==> src/rtl/assert_macros.svh <==
// ------------------------------------------------------------------------------------------
// Assertion macros
// Shared concurrent assertion forms for the VAG ADPCM decoder.
// ------------------------------------------------------------------------------------------
`ifndef ASSERT_MACROS_SVH
`define ASSERT_MACROS_SVH

// A property that must hold at every clock edge outside reset.
`define VAG_ASSERT(label, clk, rst_n, prop, msg) \
    label: assert property (@(posedge clk) disable iff (!rst_n) (prop)) else $error(msg);

// An implication checked at every clock edge outside reset.
`define VAG_ASSERT_IMPL(label, clk, rst_n, ante, cons, msg) \
    label: assert property (@(posedge clk) disable iff (!rst_n) (ante) |-> (cons)) \
        else $error(msg);

`endif

==> src/rtl/vag_pkg.sv <==
// ------------------------------------------------------------------------------------------
// VAG ADPCM decoder package
// Types, constants and filter helpers shared by the decoder modules.
// ------------------------------------------------------------------------------------------
package vag_pkg;

    localparam int BLOCK_BYTES = 16;
    localparam int QUEUE_DEPTH = 2;

    localparam logic [2:0] PRED_END = 3'd7;
    localparam logic [3:0] POS_HEADER = 4'd0;
    localparam logic [3:0] POS_FLAGS = 4'd1;
    localparam logic [3:0] POS_LAST = 4'(BLOCK_BYTES - 1);
    localparam logic [15:0] DONE_MAX = 16'hFFFF;

    typedef struct packed {
        logic       is_end;
        logic       clr;
        logic       loop;
        logic       last;
        logic [2:0] pred;
        logic [3:0] shift;
        logic [7:0] data;
    } t_cmd;

    typedef struct packed {
        logic full;
        logic empty;
    } t_q_stat;

    typedef enum logic [2:0] {
        BK_IDLE,
        BK_P0,
        BK_P1,
        BK_P2,
        BK_P3,
        BK_FIN
    } t_back_state;

    function automatic logic signed [7:0] coef_one(input logic [2:0] pred);
        case (pred)
            3'd1: coef_one = 8'sd60;
            3'd2: coef_one = 8'sd115;
            3'd3: coef_one = 8'sd98;
            3'd4: coef_one = 8'sd122;
            default: coef_one = 8'sd0;
        endcase
    endfunction

    function automatic logic signed [7:0] coef_two(input logic [2:0] pred);
        case (pred)
            3'd2: coef_two = -8'sd52;
            3'd3: coef_two = -8'sd55;
            3'd4: coef_two = -8'sd60;
            default: coef_two = 8'sd0;
        endcase
    endfunction

    function automatic logic [31:0] nib_val(input logic [3:0] nib, input logic [3:0] sh);
        logic signed [31:0] x;
        x = {{16{nib[3]}}, nib, 12'b0};
        nib_val = x >>> sh;
    endfunction

endpackage

==> src/rtl/vag_adpcm_block_decoder.sv <==
// A data byte's sample pair passes the filter states P0, P1, P2, P3 and FIN, an end only FIN.
// One byte is in the filter at a time, as its four products share one multiplier.
// Header and flag bytes stay in the front end unless they end the stream, and use no filter time.
// Reset is synchronous and active low; it clears history, position, counters and the queue.
// ------------------------------------------------------------------------------------------
// VAG ADPCM block decoder
// Decodes a 16-byte block stream into 16-bit sample pairs with a two-tap predictor.
// ------------------------------------------------------------------------------------------
`include "assert_macros.svh"

module vag_adpcm_block_decoder #(
    parameter int QUEUE_DEPTH = vag_pkg::QUEUE_DEPTH
) (
    input  logic               i_clk,
    input  logic               i_rst_n,
    input  logic               i_in_valid,
    output logic               o_in_ready,
    input  logic [7:0]         i_byte_value,
    input  logic               i_first_byte,
    output logic               o_out_valid,
    input  logic               i_out_ready,
    output logic signed [15:0] o_sample_first,
    output logic signed [15:0] o_sample_second,
    output logic               o_loop_point,
    output logic               o_stream_end,
    input  logic               i_cfg_valid,
    output logic               o_cfg_ready,
    input  logic [15:0]        i_block_count
);

    logic             w_push;
    logic             w_pop;
    vag_pkg::t_cmd    w_cmd;
    vag_pkg::t_cmd    w_head;
    vag_pkg::t_q_stat w_q_stat;

    assign o_cfg_ready = 1'b1;

    vag_front u_front (
        .i_clk         (i_clk),
        .i_rst_n       (i_rst_n),
        .i_in_valid    (i_in_valid),
        .o_in_ready    (o_in_ready),
        .i_byte_value  (i_byte_value),
        .i_first_byte  (i_first_byte),
        .i_cfg_valid   (i_cfg_valid),
        .i_block_count (i_block_count),
        .i_q_stat      (w_q_stat),
        .o_push        (w_push),
        .o_cmd         (w_cmd)
    );

    vag_queue #(
        .DEPTH (QUEUE_DEPTH)
    ) u_queue (
        .i_clk   (i_clk),
        .i_rst_n (i_rst_n),
        .i_push  (w_push),
        .i_cmd   (w_cmd),
        .i_pop   (w_pop),
        .o_head  (w_head),
        .o_stat  (w_q_stat)
    );

    vag_back u_back (
        .i_clk           (i_clk),
        .i_rst_n         (i_rst_n),
        .i_head          (w_head),
        .i_q_stat        (w_q_stat),
        .o_pop           (w_pop),
        .o_out_valid     (o_out_valid),
        .i_out_ready     (i_out_ready),
        .o_sample_first  (o_sample_first),
        .o_sample_second (o_sample_second),
        .o_loop_point    (o_loop_point),
        .o_stream_end    (o_stream_end)
    );

    `VAG_ASSERT(a_no_push_full, i_clk, i_rst_n, !(w_push && w_q_stat.full), "Request pushed into a full queue")
    `VAG_ASSERT(a_no_pop_empty, i_clk, i_rst_n, !(w_pop && w_q_stat.empty), "Command popped from an empty queue")
    `VAG_ASSERT_IMPL(a_idle_after_reset, i_clk, i_rst_n, $past(!i_rst_n), !o_out_valid, "Result shown straight after reset")

endmodule

==> src/rtl/vag_front.sv <==
// ------------------------------------------------------------------------------------------
// VAG front end
// Tracks the block position, parses header and flag bytes and issues commands.
// ------------------------------------------------------------------------------------------
module vag_front (
    input  logic             i_clk,
    input  logic             i_rst_n,
    input  logic             i_in_valid,
    output logic             o_in_ready,
    input  logic [7:0]       i_byte_value,
    input  logic             i_first_byte,
    input  logic             i_cfg_valid,
    input  logic [15:0]      i_block_count,
    input  vag_pkg::t_q_stat i_q_stat,
    output logic             o_push,
    output vag_pkg::t_cmd    o_cmd
);

    logic [15:0] r_block_count;
    logic [3:0]  r_pos, n_pos;
    logic [2:0]  r_pred, n_pred;
    logic [3:0]  r_shift, n_shift;
    logic [15:0] r_done, n_done;
    logic        r_stop, n_stop;
    logic        r_loop, n_loop;
    logic        r_clr_pend, n_clr_pend;

    logic        w_acc;
    logic [3:0]  w_pos;
    logic [15:0] w_done;
    logic [15:0] w_done_inc;
    logic        w_stop;
    logic        w_loop;
    logic        w_clr;
    logic [3:0]  w_pred_nib;

    assign o_in_ready = !i_q_stat.full;
    assign w_acc      = i_in_valid && !i_q_stat.full;
    assign w_pred_nib = i_byte_value[7:4];

    always_comb begin
        w_pos      = i_first_byte ? 4'd0 : r_pos;
        w_done     = i_first_byte ? 16'd0 : r_done;
        w_stop     = i_first_byte ? 1'b0 : r_stop;
        w_loop     = i_first_byte ? 1'b0 : r_loop;
        w_clr      = i_first_byte || r_clr_pend;
        w_done_inc = (w_done < vag_pkg::DONE_MAX) ? w_done + 16'd1 : w_done;

        n_pos      = r_pos;
        n_pred     = r_pred;
        n_shift    = r_shift;
        n_done     = r_done;
        n_stop     = r_stop;
        n_loop     = r_loop;
        n_clr_pend = r_clr_pend;

        o_push       = 1'b0;
        o_cmd        = '0;
        o_cmd.pred   = r_pred;
        o_cmd.shift  = r_shift;
        o_cmd.data   = i_byte_value;
        o_cmd.clr    = w_clr;
        o_cmd.loop   = w_loop;
        o_cmd.is_end = 1'b1;

        if (w_acc) begin
            n_pos      = w_pos;
            n_done     = w_done;
            n_stop     = w_stop;
            n_loop     = w_loop;
            n_clr_pend = w_clr;
            if (!w_stop) begin
                if (w_pos == vag_pkg::POS_HEADER) begin
                    if (w_done >= r_block_count || w_pred_nib[2:0] == vag_pkg::PRED_END &&
                        !w_pred_nib[3]) begin
                        o_push = 1'b1;
                        n_stop = 1'b1;
                    end else begin
                        n_pred  = (w_pred_nib < 4'd5) ? w_pred_nib[2:0] : 3'd0;
                        n_shift = i_byte_value[3:0];
                        n_pos   = vag_pkg::POS_FLAGS;
                    end
                end else if (w_pos == vag_pkg::POS_FLAGS) begin
                    if (i_byte_value[0]) begin
                        o_push = 1'b1;
                        n_stop = 1'b1;
                    end else begin
                        n_loop = w_loop || i_byte_value[2];
                        n_pos  = w_pos + 4'd1;
                    end
                end else begin
                    o_push       = 1'b1;
                    o_cmd.is_end = 1'b0;
                    n_loop       = 1'b0;
                    n_clr_pend   = 1'b0;
                    if (w_pos >= vag_pkg::POS_LAST) begin
                        n_pos  = vag_pkg::POS_HEADER;
                        n_done = w_done_inc;
                        if (w_done_inc >= r_block_count) begin
                            o_cmd.last = 1'b1;
                            n_stop     = 1'b1;
                        end
                    end else begin
                        n_pos = w_pos + 4'd1;
                    end
                end
            end
        end
    end

    always_ff @(posedge i_clk) begin
        if (!i_rst_n) begin
            r_block_count <= '0;
            r_pos         <= '0;
            r_pred        <= '0;
            r_shift       <= '0;
            r_done        <= '0;
            r_stop        <= 1'b0;
            r_loop        <= 1'b0;
            r_clr_pend    <= 1'b0;
        end else begin
            if (i_cfg_valid) begin
                r_block_count <= i_block_count;
            end
            r_pos      <= n_pos;
            r_pred     <= n_pred;
            r_shift    <= n_shift;
            r_done     <= n_done;
            r_stop     <= n_stop;
            r_loop     <= n_loop;
            r_clr_pend <= n_clr_pend;
        end
    end

endmodule

==> src/rtl/vag_queue.sv <==
// ------------------------------------------------------------------------------------------
// VAG command queue
// Short first-in first-out buffer between the front end and the filter.
// ------------------------------------------------------------------------------------------
module vag_queue #(
    parameter int DEPTH = vag_pkg::QUEUE_DEPTH
) (
    input  logic             i_clk,
    input  logic             i_rst_n,
    input  logic             i_push,
    input  vag_pkg::t_cmd    i_cmd,
    input  logic             i_pop,
    output vag_pkg::t_cmd    o_head,
    output vag_pkg::t_q_stat o_stat
);

    localparam int PTR_W = (DEPTH > 1) ? $clog2(DEPTH) : 1;
    localparam int CNT_W = $clog2(DEPTH + 1);

    vag_pkg::t_cmd    r_mem [DEPTH];
    logic [PTR_W-1:0] r_wr_ptr, n_wr_ptr;
    logic [PTR_W-1:0] r_rd_ptr, n_rd_ptr;
    logic [CNT_W-1:0] r_cnt, n_cnt;

    assign o_head       = r_mem[r_rd_ptr];
    assign o_stat.full  = (r_cnt == CNT_W'(DEPTH));
    assign o_stat.empty = (r_cnt == '0);

    always_comb begin
        n_wr_ptr = r_wr_ptr;
        n_rd_ptr = r_rd_ptr;
        n_cnt    = r_cnt;
        if (i_push) begin
            n_wr_ptr = (r_wr_ptr == PTR_W'(DEPTH - 1)) ? '0 : r_wr_ptr + 1'b1;
        end
        if (i_pop) begin
            n_rd_ptr = (r_rd_ptr == PTR_W'(DEPTH - 1)) ? '0 : r_rd_ptr + 1'b1;
        end
        if (i_push && !i_pop) begin
            n_cnt = r_cnt + 1'b1;
        end else if (i_pop && !i_push) begin
            n_cnt = r_cnt - 1'b1;
        end
    end

    always_ff @(posedge i_clk) begin
        if (i_push) begin
            r_mem[r_wr_ptr] <= i_cmd;
        end
    end

    always_ff @(posedge i_clk) begin
        if (!i_rst_n) begin
            r_wr_ptr <= '0;
            r_rd_ptr <= '0;
            r_cnt    <= '0;
        end else begin
            r_wr_ptr <= n_wr_ptr;
            r_rd_ptr <= n_rd_ptr;
            r_cnt    <= n_cnt;
        end
    end

endmodule

==> src/rtl/vag_back.sv <==
// ------------------------------------------------------------------------------------------
// VAG filter back end
// Runs the two-tap prediction on one shared multiplier and registers the result.
// ------------------------------------------------------------------------------------------
module vag_back (
    input  logic               i_clk,
    input  logic               i_rst_n,
    input  vag_pkg::t_cmd      i_head,
    input  vag_pkg::t_q_stat   i_q_stat,
    output logic               o_pop,
    output logic               o_out_valid,
    input  logic               i_out_ready,
    output logic signed [15:0] o_sample_first,
    output logic signed [15:0] o_sample_second,
    output logic               o_loop_point,
    output logic               o_stream_end
);

    vag_pkg::t_back_state r_state, n_state;
    vag_pkg::t_cmd        r_cmd, n_cmd;
    logic [31:0]          r_h1, n_h1;
    logic [31:0]          r_h2, n_h2;
    logic [31:0]          r_acc, n_acc;
    logic [31:0]          r_s1, n_s1;
    logic                 r_o_valid, n_o_valid;
    logic [15:0]          r_o_first, n_o_first;
    logic [15:0]          r_o_second, n_o_second;
    logic                 r_o_loop, n_o_loop;
    logic                 r_o_end, n_o_end;

    logic signed [31:0]   w_mul_a;
    logic signed [7:0]    w_mul_c;
    logic signed [39:0]   w_prod;
    logic [31:0]          w_prod32;
    logic [31:0]          w_pred_sh;
    logic [31:0]          w_s2;
    logic                 w_out_free;

    assign w_prod      = w_mul_a * w_mul_c;
    assign w_prod32    = w_prod[31:0];
    assign w_pred_sh   = 32'($signed(r_acc) >>> 6);
    assign w_s2        = vag_pkg::nib_val(r_cmd.data[7:4], r_cmd.shift) + w_pred_sh;
    assign w_out_free  = !r_o_valid || i_out_ready;

    assign o_out_valid     = r_o_valid;
    assign o_sample_first  = r_o_first;
    assign o_sample_second = r_o_second;
    assign o_loop_point    = r_o_loop;
    assign o_stream_end    = r_o_end;

    always_comb begin
        case (r_state)
            vag_pkg::BK_P1: begin
                w_mul_a = r_h2;
                w_mul_c = vag_pkg::coef_two(r_cmd.pred);
            end
            vag_pkg::BK_P2: begin
                w_mul_a = r_h1;
                w_mul_c = vag_pkg::coef_two(r_cmd.pred);
            end
            vag_pkg::BK_P3: begin
                w_mul_a = r_s1;
                w_mul_c = vag_pkg::coef_one(r_cmd.pred);
            end
            default: begin
                w_mul_a = r_h1;
                w_mul_c = vag_pkg::coef_one(r_cmd.pred);
            end
        endcase
    end

    always_comb begin
        n_state    = r_state;
        n_cmd      = r_cmd;
        n_h1       = r_h1;
        n_h2       = r_h2;
        n_acc      = r_acc;
        n_s1       = r_s1;
        n_o_valid  = r_o_valid && !i_out_ready;
        n_o_first  = r_o_first;
        n_o_second = r_o_second;
        n_o_loop   = r_o_loop;
        n_o_end    = r_o_end;
        o_pop      = 1'b0;

        case (r_state)
            vag_pkg::BK_IDLE: begin
                if (!i_q_stat.empty) begin
                    o_pop = 1'b1;
                    n_cmd = i_head;
                    if (i_head.clr) begin
                        n_h1 = '0;
                        n_h2 = '0;
                    end
                    n_state = i_head.is_end ? vag_pkg::BK_FIN : vag_pkg::BK_P0;
                end
            end
            vag_pkg::BK_P0: begin
                n_acc   = w_prod32;
                n_state = vag_pkg::BK_P1;
            end
            vag_pkg::BK_P1: begin
                n_acc   = r_acc + w_prod32;
                n_state = vag_pkg::BK_P2;
            end
            vag_pkg::BK_P2: begin
                n_s1    = vag_pkg::nib_val(r_cmd.data[3:0], r_cmd.shift) + w_pred_sh;
                n_acc   = w_prod32;
                n_state = vag_pkg::BK_P3;
            end
            vag_pkg::BK_P3: begin
                n_acc   = r_acc + w_prod32;
                n_state = vag_pkg::BK_FIN;
            end
            vag_pkg::BK_FIN: begin
                if (w_out_free) begin
                    n_o_valid = 1'b1;
                    if (r_cmd.is_end) begin
                        n_o_first  = '0;
                        n_o_second = '0;
                        n_o_loop   = 1'b0;
                        n_o_end    = 1'b1;
                    end else begin
                        n_o_first  = r_s1[15:0];
                        n_o_second = w_s2[15:0];
                        n_o_loop   = r_cmd.loop;
                        n_o_end    = r_cmd.last;
                        n_h2       = r_s1;
                        n_h1       = w_s2;
                    end
                    n_state = vag_pkg::BK_IDLE;
                end
            end
            default: begin
                n_state = vag_pkg::BK_IDLE;
            end
        endcase
    end

    always_ff @(posedge i_clk) begin
        r_cmd      <= n_cmd;
        r_acc      <= n_acc;
        r_s1       <= n_s1;
        r_o_first  <= n_o_first;
        r_o_second <= n_o_second;
        r_o_loop   <= n_o_loop;
        r_o_end    <= n_o_end;
    end

    always_ff @(posedge i_clk) begin
        if (!i_rst_n) begin
            r_state   <= vag_pkg::BK_IDLE;
            r_h1      <= '0;
            r_h2      <= '0;
            r_o_valid <= 1'b0;
        end else begin
            r_state   <= n_state;
            r_h1      <= n_h1;
            r_h2      <= n_h2;
            r_o_valid <= n_o_valid;
        end
    end

endmodule

==> config.mk <==
export PLATFORM = sky130hd
export DESIGN_NAME = vag_adpcm_block_decoder
export DESIGN_NICKNAME = d
export VERILOG_FILES = /design/src/rtl/vag_pkg.sv /design/src/rtl/vag_adpcm_block_decoder.sv /design/src/rtl/vag_front.sv /design/src/rtl/vag_queue.sv /design/src/rtl/vag_back.sv
export VERILOG_INCLUDE_DIRS = /design/src /design/src/rtl
export SDC_FILE = /design/constraint.sdc
export NUM_CORES = 1
export LEC_CHECK = 0
export ABC_AREA = 1
export BUFFER_PORTS_ARGS = -buffer_cell sky130_fd_sc_hd__buf_2
export CAP_MARGIN = 20
export CORE_MARGIN = 10
export CORE_UTILIZATION = 55
export DETAILED_ROUTE_END_ITERATION = 12
export GPL_TIMING_DRIVEN = 0
export PLACE_DENSITY_LB_ADDON = 0.08
export SKIP_CTS_REPAIR_TIMING = 1
export SYNTH_ARGS = -nofsm -noshare
export SYNTH_HDL_FRONTEND = slang
export SYNTH_HIERARCHICAL = 1
export SYNTH_SLANG_ARGS = --single-unit
==> constraint.sdc <==
create_clock -name i_clk -period 8.1 [get_ports i_clk]
set_input_delay 0.405 -clock i_clk [delete_from_list [all_inputs] [get_ports i_clk]]
set_output_delay 0.405 -clock i_clk [all_outputs]
set_load 0.03 [all_outputs]
==> flow_metrics.tcl, run 1 <==
set metrics [dict create \
    synthTopCellsByArea "edfxtp_1 19%, fa_1 13%, ha_1 9.8%" \
    p_sw_mw 5.72 \
    p_comb_frac 0.653 \
    hold_violations 0 \
    place_hpwl_um 59200 \
    worstSetupStartpointType "flop" \
    synth_area_leader_cell "edfxtp_1" \
    end_kind "flop" \
    ys_types 62 \
    synth_warnings 6 \
    mostFrequentLayoutCell "nand2_1" \
    stdcell_count 3909 \
    die_w_um 230 \
    clkLatencyLatePin_ps 600 \
    syn_area_per_cell_um2 7.68 \
    route.detailed.drc 0 \
    timing.rr.start "u_back/r_state[1]" \
    via_count 21622 \
    grt_pass1_vias 20999 \
    netlist_instances 3171 \
    finClkSkew_ps 12.6 \
    p_clk_frac 0.143 \
    syn_nets 3552 \
    worst_path_largest_cell_delay_ps 560 \
    cts_tree "built" \
    ys.flop_type "edfxtp_1" \
    sequentialPowerShare 0.204 \
    outcome "completed" \
    power.total_mw 10.8 \
    setup_viol 0 \
    swShare 0.527 \
    syn_area_um2 24400 \
    startpoint "u_back/r_state[1]" \
    die_h_um 230 \
    gp_congestion 1.01 \
    dr.pass1.iters 6 \
    worst_pin_slew_ps 917 \
    whs_ps 39.0 \
    post-place-cells 3833 \
    p_per_area_nw_per_um2 399 \
    numClockSinks 273 \
    cts_root_buffer "clkbuf_16" \
    drtAntennaViolNets 0 \
    final_layout_size_suffix_gt1_frac 0.0986 \
    tns_ps 0 \
    first_iter_violations 1740 \
    crit_family "adder cells" \
    grt_pass1_wl_um 115000 \
    cp.depth 39 \
    arrival_ps 8060 \
    min_period_over_period 0.952 \
    ys_seq_area_frac 0.288 \
    min_from "i_block_count[0]" \
    htree_num_levels 1 \
    most-common-layout-cells "630 x nand2_1, 504 x inv_1, 392 x nor2_1, 272 x a21oi_1, 190 x ha_1" \
    initial_core_util 0.553 \
    worstPathRequired_ps 8450 \
    r2r_cells 39 \
    rows 77 \
    wl_um 73700 \
    crit_top_cell "nand2_1" \
    r2r_end "u_back/r_acc[31]" \
    grt.overflow.total 0 \
    p_leak_nw 12.8 \
    period_minus_slack_ps 7720 \
    synth_top_area_frac 0.190 \
    p_int_mw 5.13 \
    cts_buffer_depth 3 \
    max_freq_mhz 130 \
    cp-endpoint "u_back/r_acc[31]" \
    max-cap-violations 0 \
    track_usage 0.272 \
    path_buf_inv 10 \
    timing.slew.headroom 0.389 \
    cp_slowest_cell "fa_1" \
    drt-wirelength-per-cell_um 18.8 \
    port_buffers 65 \
    ys_ff_latch 273 \
    pre_cts_ws_ps -432 \
    ios 67 \
    routed_via_density 5.53 \
    ff2ff_setup_slack_ps 380 \
    grt_max_degree 33 \
    synth-async-reset-ratio 0 \
    antenna_found_initial 1 \
    numCtsBuffers 31 \
    final_util 0.618 \
    area_growth_pct 11.7 \
    worstSetupPathType "reg2reg" \
    clkSlewWorstSetupHoldPaths_ps 60 \
    slew_violations 0 \
    setup_ws_ps 385 \
    core_area_um2 44000 \
    hold_class "in2reg" \
    postLayoutCellArea_um2 27200 \
    vdd_drop_max_mv 0.227 \
    die_area_um2 53100 \
    fin_nets 3672 \
    synth-edff-count 154 \
    crit_fanout 10 \
    placed_cell_area_um2 25600 \
]
cell type report:
| class | count | area [um2] |
|---|---|---|
| antenna | 1 | 2.50 |
| buffer | 93 | 514 |
| clock buffer | 36 | 815 |
| clock inverter | 22 | 307 |
| fill | 4007 | 16800 |
| inverter | 521 | 1960 |
| multi-input combinational | 2284 | 15200 |
| sequential | 273 | 7010 |
| tap | 592 | 741 |
| timing repair buffer | 87 | 596 |
power by group through the flow:
stage	clock network, mW	registers (mW)	logic, mW
after floorplan	0	2.10	4.68
after global placement	0	2.25	6.56
after detailed placement	0	2.24	6.71
after CTS	1.57	2.21	6.78
after global routing	1.62	2.22	7.81
final	1.55	2.21	7.09
registers in the layout (all words and copies together) (netlist names), 2 cells and up, named ones only:
signal                  flops
u_back/r_h2                32
u_queue/r_cnt               2
u_back/r_s1                32
u_front/r_pos               4
u_back/r_state              3
u_queue/r_mem              38
u_back/r_cmd               18
u_back/r_acc               32
u_back/o_sample_first      16
u_front/r_pred              3
u_back/o_sample_second     16
u_front/r_done             16
u_front/r_shift             4
u_back/r_h1                32
u_front/r_block_count      16
layer usage:
| metal | global-route usage | share of wire | routed length, um | up-vias |
|---|---|---|---|---|
| met5 | 0 | 0 | 0 | - |
| met4 | 0.111 | 0.046 | 3420 | 0 |
| met3 | 0.0285 | 0.059 | 4360 | 146 |
| met2 | 0.454 | 0.47 | 34600 | 745 |
| met1 | 0.356 | 0.42 | 31300 | 10266 |
| li1 | - | - | - | 10465 |
synth_stat cells (3+ instances only):
library cell  number
a21boi_0           4
a22o_1             8
mux2_2            11
xor2_1            55
o31ai_1            4
o21ai_0          166
xnor2_1           22
a21o_1            13
nor2_2            10
ha_1             191
nand3b_1           6
buf_4             14
inv_1            504
mux2_4            10
o21ai_1           23
nor2_1           395
nor4_1             4
edfxtp_1         154
a31oi_1            7
o211ai_1          10
nor3_1            25
buf_2             16
nand2_1          631
dfxtp_1          119
clkbuf_1          55
nand4_1           16
o22ai_1            3
a21oi_1          298
o21bai_1          19
nand2_4            6
nor2_4             4
a211oi_1           3
buf_6              4
fa_1             160
o21a_1             8
inv_2             15
nand3_2            5
nand2_2            9
nand3_1          124
or2_2             14
worst reg2reg max path, delay by kind of cell (launching register included):
family,cells,cell delay [ps]
DFF,1,340
adders and majority gates,6,2810
and+or+nand+nor,11,1050
buffers and inverters,10,1230
AOI/OAI and AO/OA,11,1910
xor gates and xnor gates,1,160
how the worst min path moves through the flow:
stage	endpoint	slack (ps)	depth (start not counted)
5_1_grt	u_front/r_block_count[0]	50	3
3_5_place_dp	u_queue/r_mem[1][14]	440	0
6_report	u_front/r_block_count[0]	40	3
3_3_place_gp	u_queue/r_mem[1][14]	430	0
2_1_floorplan	u_queue/r_mem[0][12]	420	0
4_1_cts	u_front/r_block_count[0]	20	3
cell families after synthesis:
group | after synthesis | synth area share
xor+xnor | 77 | 0.0277
buf+inv | 614 | 0.100
flops | 273 | 0.288
other cells | 1 | 0.000154
fa+ha+maj | 351 | 0.230
mux | 21 | 0.0113
simple gates | 1255 | 0.214
compound gates | 579 | 0.130
(Power assumes the default switching activity.)
==> run 2: changes to the inputs <==
--- a/config.mk
+++ b/config.mk
@@ -6,7 +6,6 @@
 export SDC_FILE = /design/constraint.sdc
 export NUM_CORES = 1
 export LEC_CHECK = 0
-export ABC_AREA = 1
 export BUFFER_PORTS_ARGS = -buffer_cell sky130_fd_sc_hd__buf_2
 export CAP_MARGIN = 20
 export CORE_MARGIN = 10
==> flow_metrics.tcl, run 2 <==
set metrics [dict create \
    outcome "completed" \
    port_buffers 64 \
    hold_violations 0 \
    rows 75 \
    startpoint "u_back/r_state[2]" \
    min_from "i_block_count[12]" \
    gr-usage-met3 0.0315 \
    ys_types 100 \
    largest_reg_flops 38 \
    multi_input_area_um2 15800 \
    clkSlewWorstSetupHoldPaths_ps 70 \
    grt_pass1_wl_um 106000 \
    max_flop_register "u_queue/r_mem" \
    finClkSkew_ps 23.4 \
    initial_core_util 0.561 \
    fin_nets 3174 \
    syn_nets 2994 \
    arrival_ps 8340 \
    globalRouteMet1Util 0.353 \
    ys_seq_area_frac 0.296 \
    post-place-cells 3222 \
    routed_via_density 5.87 \
    stdcell_count 3357 \
    tns_ps 0 \
    timing.rr.start "u_back/r_state[2]" \
    synth-async-reset-ratio 0 \
    crit_fanout 6 \
    grt_pass1_vias 19249 \
    wl_um 68800 \
    die_w_um 228 \
    worstSetupStartpointType "flop" \
    synth_warnings 6 \
    min_period_over_period 0.990 \
    via_count 19701 \
    top_usage_layer "met2" \
    postLayoutCellArea_um2 27400 \
    cts_tree "built" \
    slew_violations 0 \
    whs_ps 63.6 \
    track_usage 0.261 \
    pre_cts_ws_ps -1920 \
    die_h_um 228 \
    synth_area_leader_cell "edfxtp_1" \
    first_iter_violations 1742 \
    timing.slew.headroom 0.357 \
    ff2ff_setup_slack_ps 80 \
    crit_family "adder cells" \
    ys_ff_latch 273 \
    antenna_found_initial 0 \
    placed_cell_area_um2 24800 \
    area_growth_pct 15.8 \
    setup_viol 0 \
    max-cap-violations 0 \
    vdd_drop_max_mv 0.197 \
    worstSetupPathType "reg2reg" \
    grt.overflow.total 0 \
    period_minus_slack_ps 8020 \
    drt-wirelength-per-cell_um 20.5 \
    dr.pass1.iters 6 \
    mostFrequentLayoutCell "nor2_1" \
    cts_buffer_depth 3 \
    core_area_um2 42200 \
    max_freq_mhz 125 \
    clkLatencyLatePin_ps 580 \
    hold_class "in2reg" \
    htree_num_levels 1 \
    syn_area_um2 23700 \
    syn_area_per_cell_um2 9.06 \
    p_leak_nw 11.9 \
    synthTopCellsByArea "edfxtp_1 20%, fa_1 14%, ha_1 10%" \
    netlist_instances 2613 \
    worst_pin_slew_ps 965 \
    numCtsBuffers 30 \
    synth_common_cells "316 x nor2_1, 279 x inv_1, 202 x nand2_1, 191 x ha_1, 160 x fa_1" \
    cts_root_buffer "clkbuf_16" \
    ios 67 \
    drtAntennaViolNets 0 \
    worstPathRequired_ps 8420 \
    final_util 0.650 \
    ys.flop_type "edfxtp_1" \
    path_buf_inv 7 \
    die_area_um2 51800 \
    synth-edff-count 154 \
    worst_path_largest_cell_delay_ps 580 \
    crit_top_cell "fa_1" \
    nFillCells 3437 \
    cp_slowest_cell "fa_1" \
    final_layout_size_suffix_gt1_frac 0.156 \
    route.detailed.drc 0 \
    most-common-layout-cells "309 x nor2_1, 276 x inv_1, 199 x nand2_1, 176 x ha_1, 157 x fa_1" \
    regArea_um2 7010 \
    place_hpwl_um 53700 \
    numClockSinks 273 \
    grt_max_degree 35 \
    met2_usage 0.426 \
    yosysMostFrequentCell "nor2_1" \
    setup_ws_ps 82.3 \
    power.total_mw 10.9 \
    rsz0062_at_grt "true" \
    p_per_area_nw_per_um2 397 \
    end_kind "flop" \
    gp_congestion 0.960 \
    synth_top_area_frac 0.195 \
]
[run 2: cell type report]
cell class,count,area share
Clock inverter,18,0.00994
Timing Repair Buffer,151,0.0408
Sequential cell,273,0.256
Multi-Input combinational cell,1949,0.578
Tap cell,539,0.0246
Antenna cell,1,0.0000912
Buffer,108,0.0223
Clock buffer,38,0.0307
Inverter,280,0.0383
[run 2: worst paths after layout]
check | end | cells after the start
setup reg to reg | u_back/r_acc[31] | 33
hold / removal | u_front/r_block_count[12] | 3
setup / recovery | u_back/r_acc[31] | 33
hold reg to reg | u_front/r_loop | 2
[run 2: routing by layer]
layer	wire length [um]	vias up
li1	-	9269
met1	29700	9610
met2	32400	699
met3	4180	123
met4	2520	0
met5	0	-
[run 2: where the power goes]
group          internal (mW)  leakage (nW)  switching (mW)
logic                   2.84          8.99            4.36
clock network          0.955         0.532           0.576
registers               1.90          2.39           0.264
total                   5.70          11.9            5.20
[run 2: cell families after synthesis]
logic type | after synthesis | share of synthesized area
simple gates | 846 | 0.170
buf+inv | 391 | 0.0655
mux | 55 | 0.0248
fa+ha+maj | 351 | 0.236
other cells | 1 | 0.000158
flops | 273 | 0.296
xor+xnor | 136 | 0.0503
compound gates | 560 | 0.158
[run 2: worst register-to-register path: cells and delay by family (launching register included)]
kind / cells / cell delay [ps]
xor gates and xnor gates: 2 / 270
AOI/OAI and AO/OA: 11 / 2180
and+or+nand+nor: 6 / 1140
muxes: 1 / 230
DFF: 1 / 370
buffers and inverters: 7 / 840
adders and majority gates: 6 / 2720
==> run 3: changes to the inputs <==
--- a/config.mk
+++ b/config.mk
@@ -12,9 +12,11 @@
 export CORE_UTILIZATION = 55
 export DETAILED_ROUTE_END_ITERATION = 12
 export GPL_TIMING_DRIVEN = 0
-export PLACE_DENSITY_LB_ADDON = 0.08
+export MAX_ROUTING_LAYER = met4
+export PLACE_DENSITY_LB_ADDON = 0.15
 export SKIP_CTS_REPAIR_TIMING = 1
 export SYNTH_ARGS = -nofsm -noshare
 export SYNTH_HDL_FRONTEND = slang
 export SYNTH_HIERARCHICAL = 1
 export SYNTH_SLANG_ARGS = --single-unit
+export TNS_END_PERCENT = 30
==> flow_metrics.tcl, run 3 (synthesized netlist as in run 2, its figures left out) <==
set metrics [dict create \
    period_minus_slack_ps 8110 \
    antenna_found_initial 0 \
    core_area_um2 42200 \
    die_w_um 228 \
    place_hpwl_um 53700 \
    hold_violations 0 \
    track_usage 0.269 \
    grt_pass1_wl_um 106000 \
    setup_ws_ps -7.48 \
    first_iter_violations 1651 \
    p_per_area_nw_per_um2 394 \
    rows 75 \
    grt.overflow.total 0 \
    worstHoldPathCells 3 \
    fin_nets 3167 \
    timing.slew.headroom 0.182 \
    cts_tree "built" \
    pre_cts_ws_ps -1680 \
    htree_num_levels 1 \
    wl_um 69100 \
    clkSlewWorstSetupHoldPaths_ps 60 \
    gp_congestion 0.945 \
    drtAntennaViolNets 0 \
    mostFrequentLayoutCell "nor2_1" \
    clkLatencyLatePin_ps 570 \
    via_count 19737 \
    max_flop_register "u_queue/r_mem" \
    final_layout_size_suffix_gt1_frac 0.157 \
    num_antenna_cells 0 \
    numClockSinks 273 \
    route.detailed.drc 0 \
    max_freq_mhz 123 \
    worstSetupStartpointType "flop" \
    numCtsBuffers 30 \
    arrival_ps 8430 \
    r2r_cells 34 \
    ios 67 \
    drt-wirelength-per-cell_um 20.6 \
    finClkSkew_ps 9.89 \
    vdd_drop_max_mv 0.188 \
    hold_class "in2reg" \
    postLayoutCellArea_um2 27300 \
    worstSetupPathType "reg2reg" \
    largest_reg_flops 38 \
    worst_path_largest_cell_delay_ps 500 \
    min_period_over_period 1.00 \
    port_buffers 64 \
    die_area_um2 51800 \
    placed_cell_area_um2 24800 \
    dr.pass1.iters 6 \
    area_growth_pct 15.3 \
    outcome "finished with violations" \
    worstPathRequired_ps 8420 \
    cp_slowest_cell "fa_1" \
    rsz0062_at_grt "true" \
    cts_root_buffer "clkbuf_16" \
    slew_violations 0 \
    setup_viol 1 \
    crit_top_cell "fa_1" \
    end_kind "flop" \
    grt_pass1_vias 19090 \
    worst_pin_slew_ps 1210 \
    routed_via_density 5.89 \
    most-common-layout-cells "302 x nor2_1, 272 x inv_1, 198 x nand2_1, 177 x ha_1, 156 x fa_1" \
    die_h_um 228 \
    p_leak_nw 11.8 \
    crit_fanout 8 \
    cts_buffer_depth 3 \
    violations "negative setup slack" \
    grt_max_degree 35 \
    initial_core_util 0.561 \
    max-cap-violations 0 \
]
-- run 3: cell types whose count changed in the layout (fill, tap and decap cells not counted), moves of 4 or more --
cell | before | now
nor2_1 | 309 | 302
nor2_2 | 4 | 10
buf_12 | 7 | 11
inv_2 | 3 | 7
clkbuf_8 | 4 | 0
inv_1 | 276 | 272
buf_4 | 84 | 74
-- run 3: cell type report --
class	count	area [um2]
Clock buffer	39	806
Sequential cell	273	7020
Tap cell	539	674
Timing Repair Buffer	145	1110
Buffer	107	627
Inverter	280	1050
Multi-Input combinational cell	1949	15800
Clock inverter	17	203
Fill cell	3439	14900
-- run 3: worst paths after layout --
check / startpoint / end / slack, ps
setup / recovery: u_back/r_state[2] / u_back/r_acc[28] / -7
hold / removal: i_block_count[15] / u_front/r_block_count[15] / 80
setup reg to reg: u_back/r_state[2] / u_back/r_acc[28] / -7
hold reg to reg: u_front/r_shift[2] / u_queue/r_mem[0][10] / 450
-- run 3: per-stage QoR --
| stage | power (mW) | util | std cells | hold WS, ps | setup TNS (ps) |
|---|---|---|---|---|---|
| 2_1_floorplan | 6.62 | - | 2613 | 425 | 0 |
| 3_3_place_gp | 8.36 | 0.585 | 3216 | 433 | -18940 |
| 3_5_place_dp | 8.48 | 0.587 | 3221 | 439 | -18560 |
| 4_1_cts | 9.94 | 0.610 | 3277 | 56.4 | -20100 |
| 5_1_grt | 11.5 | 0.647 | 3349 | 81.6 | -717 |
| 6_report | 10.8 | 0.647 | 3349 | 80.3 | -7.48 |
-- run 3: report_power, final --
part	internal (mW)	switching, mW	total, mW
logic	2.85	4.33	7.19
clock network	0.831	0.578	1.41
registers	1.90	0.277	2.18
-- run 3: worst max-delay path: cells and delay by family, from the launching register on --
kind	cells	cell delay [ps]
muxes	1	250
DFF	1	370
and+or+nand+nor	8	1270
AOI/OAI and AO/OA	12	2520
adders and majority gates	6	2570
xor gates and xnor gates	2	400
buffers and inverters	5	460
-- run 3: layer usage --
layer,wire length (um),track usage
met3,4470,0.0233
met1,29900,0.361
met2,32000,0.423
met4,2760,0.0937
met5,0,-
